[src/vrot_pkg.sv]
// vrot_pkg: shared types, constants and saturation helper for the vertex
// Euler rotation unit. No dependencies.
`timescale 1ns / 1ps

package vrot_pkg;

   localparam int COORD_W        = 32;
   localparam int TRIG_W         = 16;
   localparam int TRIG_FRAC_BITS = 14;
   // coord * (negated) trig, trig side one bit wider for -(-32768)
   localparam int PROD_W         = COORD_W + TRIG_W + 1;
   localparam int WIDE_W         = PROD_W + 1;
   localparam int CSR_COUNT      = 6;
   localparam int CSR_IDX_W      = $clog2(CSR_COUNT);

   typedef logic signed [COORD_W-1:0] coord_type;
   typedef logic signed [TRIG_W-1:0]  trig_type;
   typedef logic signed [PROD_W-1:0]  prod_type;
   typedef logic signed [WIDE_W-1:0]  wide_type;

   localparam trig_type TRIG_ONE  = trig_type'(1 << TRIG_FRAC_BITS);
   localparam trig_type TRIG_ZERO = '0;

   localparam wide_type WIDE_MAX = {{(WIDE_W-COORD_W+1){1'b0}}, {(COORD_W-1){1'b1}}};
   localparam wide_type WIDE_MIN = {{(WIDE_W-COORD_W+1){1'b1}}, {(COORD_W-1){1'b0}}};

   typedef enum logic [1:0] {
      AXIS_X,
      AXIS_Y,
      AXIS_Z
   } axis_type;

   typedef enum logic [CSR_IDX_W-1:0] {
      CSR_SIN_X = 3'd0,
      CSR_COS_X = 3'd1,
      CSR_SIN_Y = 3'd2,
      CSR_COS_Y = 3'd3,
      CSR_SIN_Z = 3'd4,
      CSR_COS_Z = 3'd5
   } csr_index_type;

   typedef struct packed {
      logic      op;
      coord_type vertex_x;
      coord_type vertex_y;
      coord_type vertex_z;
      coord_type pivot_x;
      coord_type pivot_y;
      coord_type pivot_z;
   } req_payload_type;

   typedef struct packed {
      coord_type rotated_x;
      coord_type rotated_y;
      coord_type rotated_z;
   } rsp_payload_type;

   // One vertex in flight: pivot-relative coordinates plus the pivot.
   typedef struct packed {
      logic      op;
      coord_type x;
      coord_type y;
      coord_type z;
      coord_type px;
      coord_type py;
      coord_type pz;
   } beat_type;

   typedef struct packed {
      trig_type sin_v;
      trig_type cos_v;
   } trig_pair_type;

   typedef struct packed {
      trig_pair_type about_x;
      trig_pair_type about_y;
      trig_pair_type about_z;
   } trig_set_type;

   function automatic coord_type sat_wide(input wide_type v);
      coord_type r;
      if (v > WIDE_MAX) begin
         r = WIDE_MAX[COORD_W-1:0];
      end else if (v < WIDE_MIN) begin
         r = WIDE_MIN[COORD_W-1:0];
      end else begin
         r = v[COORD_W-1:0];
      end
      return r;
   endfunction

endpackage

[src/vrot_csr.sv]
// vrot_csr: sine/cosine register file, one pair per axis.
// Depends on vrot_pkg.
`timescale 1ns / 1ps

module vrot_csr (
   input  logic                           clock,
   input  logic                           reset,
   input  logic                           csr_we,
   input  logic [vrot_pkg::CSR_IDX_W-1:0] csr_index,
   input  logic [vrot_pkg::TRIG_W-1:0]    csr_wdata,
   output vrot_pkg::trig_set_type         trig
);
   import vrot_pkg::*;

   trig_set_type trig_ff, trig_in;

   always_comb begin
      trig_in = trig_ff;
      if (csr_we) begin
         case (csr_index)
            CSR_SIN_X: trig_in.about_x.sin_v = trig_type'(csr_wdata);
            CSR_COS_X: trig_in.about_x.cos_v = trig_type'(csr_wdata);
            CSR_SIN_Y: trig_in.about_y.sin_v = trig_type'(csr_wdata);
            CSR_COS_Y: trig_in.about_y.cos_v = trig_type'(csr_wdata);
            CSR_SIN_Z: trig_in.about_z.sin_v = trig_type'(csr_wdata);
            CSR_COS_Z: trig_in.about_z.cos_v = trig_type'(csr_wdata);
            default:   trig_in = trig_ff;
         endcase
      end
   end

   always_ff @(posedge clock) begin
      if (reset) begin
         trig_ff <= '{about_x: '{sin_v: TRIG_ZERO, cos_v: TRIG_ONE},
                      about_y: '{sin_v: TRIG_ZERO, cos_v: TRIG_ONE},
                      about_z: '{sin_v: TRIG_ZERO, cos_v: TRIG_ONE}};
      end else begin
         trig_ff <= trig_in;
      end
   end

   assign trig = trig_ff;

endmodule

[config.mk]
export PLATFORM = sky130hd
export DESIGN_NAME = vrot_csr
export DESIGN_NICKNAME = d
export VERILOG_FILES = /design/src/vrot_pkg.sv /design/src/vrot_csr.sv
export SDC_FILE = /design/constraint.sdc
export NUM_CORES = 1
export LEC_CHECK = 0
export ABC_AREA = 1
export ABC_CLOCK_PERIOD_IN_PS = 1100
export BUFFER_PORTS_ARGS = -buffer_cell sky130_fd_sc_hd__clkbuf_2
export CORE_ASPECT_RATIO = 1.75
export CORE_UTILIZATION = 45
export DETAILED_ROUTE_END_ITERATION = 16
export GPL_TIMING_DRIVEN = 0
export PLACE_DENSITY_LB_ADDON = 0.2
export SLEW_MARGIN = 20
export SYNTH_ARGS = -nofsm -noshare
export SYNTH_HDL_FRONTEND = slang
export SYNTH_SLANG_ARGS = --single-unit
[constraint.sdc]
create_clock -name clock -period 1.1 [get_ports clock]
set_clock_uncertainty 0.15 [all_clocks]
set_input_delay 0.055 -clock clock [delete_from_list [all_inputs] [get_ports clock]]
set_output_delay 0.055 -clock clock [all_outputs]
set_load 0.005 [all_outputs]
==> run summary <==
==================================================================================
Leading post-synthesis cells by cell area                             sky130_fd_sc_hd__dfxtp_1 49%, sky130_fd_sc_hd__nor2_1 18%, sky130_fd_sc_hd__nand3_1 12%
Average cell area after synthesis                                        7.077 um2
Hold path startpoint                                                  csr_wdata[15]
Actual transition at the worst max-transition pin                        0.4903 ns
Area delta synth->final                                                     26.29%
Crit path depth                                                                  1
Register clock-pin slew on the reported worst setup and hold paths         0.06 ns
Clock latency on the worst-skew pair                                       0.34 ns
Initial core utilization                                                    46.52%
Final setup fails                                                                0
Total core area                                                           8368 um2
Die area                                                                  9041 um2
Max-slew headroom at the worst pin                                          67.31%
Clock root cell                                                       sky130_fd_sc_hd__clkbuf_16
Number of cell rows                                                             44
Cell Pwr Density                                                       1504 nW/um2
Reg2reg start                                                         trig[68]$_SDFFE_PP0P_
Pre-CTS worst setup slack                                               -0.1700 ns
Crit path kind                                                          reg -> out
Remaining routing DRC violations                                                 0
Logic depth of the worst register-to-register path                               2
Via count of the first global-routing pass                                    3476
Setup repair after global routing missed its margin                             no
Number of fillers in the final layout                                          862
Count of clock tree sinks                                                       96
Post-DP Area                                                              4622 um2
Endpoint arrival time on the critical path                                 0.84 ns
Final Hold Vio Count                                                             0
Final weighted congestion of routability-driven global placement            0.9152
Syn Nets                                                                       572
Worst Path Required                                                        0.89 ns
Wire length of the first global-routing pass                              16.98 mm
Worst path slowest cell                                               sky130_fd_sc_hd__dfxtp_1
Final period util                                                           94.94%
Power, Total                                                               7395 uW
Proportion of synthesized chip area in sequential cells                     49.37%
Slowest stage delay, CP                                                    0.37 ns
Maximum number of pins on one net before global-route repair                    14
Final critical-path required period                                       1.044 ns
Post-Place Cells                                                               782
Number of buffer and inverter stages on the critical path                        1
Initial antenna violation count                                                  0
Post-synthesis cell type with the largest combined area               sky130_fd_sc_hd__dfxtp_1
Mapped cell area                                                          3892 um2
Launch point of the critical path                                     trig[34]$_SDFFE_PP0P_
I/O pin count                                                                  118
Worst Hold Path Cells                                                            5
Final design instance area without fill                                   4916 um2
Kind of end point of the critical path                                 output port
Max-slew violation count                                                         0
TritonCTS clock tree                                                          done
Ant diodes                                                                       0
Minimum setup slack in the final design                                 0.05566 ns
Routed len/inst                                                           13.76 um
Number of register bits inferred by synthesis                                   96
Outcome                                                               finished, final reports clean
H-tree Lvls                                                                      3
Commonest non-fill, non-tap cells in the layout                       187 x sky130_fd_sc_hd__nor2_1, 117 x sky130_fd_sc_hd__clkbuf_2, 100 x sky130_fd_sc_hd__nand2_1, 96 x sky130_fd_sc_hd__nand3_1, 96 x sky130_fd_sc_hd__dfxtp_1
Total routed wirelength                                                   10.98 mm
NumNets Final                                                                  702
Largest register FFs                                                            96
Cell-by-cell trace of the critical path                                   clkbuf_2
Drt pass-1 iters                                                                 5
Count of buffers added by post-CTS timing repair for setup                       0
Die Y-Extent                                                              125.0 um
Top Family by Delay on Critical Path                                    flip-flops
Number of cells in the finished layout apart from fillers                      798
Maximum clock path buffer count                                                  2
Tot GR Track Use                                                            24.72%
Share of final-layout standard cells stronger than drive strength 1         25.33%
Startpoint class of the critical path                                         flop
Leftover overflow at the end of global routing                                   0
Largest fanout on the critical path                                              2
HPWL after DPL                                                            8.245 mm
Highest attainable clock frequency                                       957.5 MHz
Unique masters post-synth                                                       16
Leading cell type in the layout, fill and taps excluded               sky130_fd_sc_hd__nor2_1
Leak pwr                                                               0.002385 uW
Number of buffer cells added on primary ports                                  117
Routed vias                                                                   3881
Die width                                                                 72.31 um
Max-capacitance violation count                                                  0
Hold Crit Class                                                          in -> reg
Routed vias/inst                                                             4.863
Peak supply drop                                                         0.9270 mV
Iteration-0 DRC count of the detailed router                                   266
Post-Syn Instances                                                             550
Num CTS Buffers                                                                  9
Total number of yosys warnings                                                   0
Antenna Nets Post-Route                                                          0
Area share of the largest cell type after synthesis                         49.37%
==================================================================================
[synth_stat cells]
cell / count
sky130_fd_sc_hd__nand3_1: 96
sky130_fd_sc_hd__nor2_1: 187
sky130_fd_sc_hd__buf_1: 2
sky130_fd_sc_hd__inv_2: 3
sky130_fd_sc_hd__inv_1: 19
sky130_fd_sc_hd__nor2_2: 2
sky130_fd_sc_hd__buf_6: 6
sky130_fd_sc_hd__buf_2: 19
sky130_fd_sc_hd__clkbuf_1: 4
sky130_fd_sc_hd__dfxtp_1: 96
sky130_fd_sc_hd__buf_4: 2
sky130_fd_sc_hd__nor2_4: 7
sky130_fd_sc_hd__nand2_2: 4
sky130_fd_sc_hd__nand2_1: 100
sky130_fd_sc_hd__o21ai_0: 2
sky130_fd_sc_hd__clkinv_1: 1
[per-stage QoR]
stage	utilization [%]	hold slack [ns]	TNS [ns]
final	58.75	0.01142	0
after global routing	58.75	0.02836	0
after CTS	58.75	0.007573	0
after detailed placement	55.23	0.2246	-7.715
after global placement	55.23	0.2066	-6.850
after floorplan	-	0.01822	0
[cell families (layout without fill, tap and decap cells)]
family / count (synthesis) / count (layout) / share of synthesized area (%)
AND/OR/NAND/NOR: 396 / 396 / 43.01
buffers and inverters: 56 / 189 / 7.361
flip-flops: 96 / 96 / 49.37
AO/OA/AOI/OAI: 2 / 2 / 0.2572
[worst paths after layout]
path,slack [ns],endpoint
max,0.06,trig[34]
min reg2reg,0.32,trig[46]$_SDFFE_PP1P_
max reg2reg,0.34,trig[68]$_SDFFE_PP0P_
min,0.01,trig[63]$_SDFFE_PP0P_
[area by class of cell]
cell class	count	area (um2)	area share [%]
Tap cell	115	143.9	2.927
Clock buffer	14	274.0	5.574
Timing Repair Buffer	119	605.6	12.32
Multi-Input combinational cell	398	1684	34.26
Buffer	33	200.2	4.072
Sequential cell	96	1922	39.09
Inverter	23	86.33	1.756
[routing by layer]
metal | global-route usage (%) | vias up | part of all wire (%)
li1 | - | 1970 | -
met1 | 29.16 | 1751 | 41
met2 | 42.66 | 143 | 51
met3 | 4.674 | 17 | 6.1
met4 | 10.61 | 0 | 2.3
met5 | 0 | - | 0
[where the power goes]
group	leakage, uW	internal [uW]	switching, uW	total, uW
clock network	0.000135	1690	1210	2900
logic	0.00147	300	525	825
registers	0.000780	3600	68.9	3670
[what timing repair did]
action | in CTS | in global routing
hold buffers | 2 | 0
hold endpoints to repair | 3 | 0
endpoints found under the setup margin | 0 | 2
resized for setup | 0 | 2
Note: power is estimated with default switching activity, not from simulation.
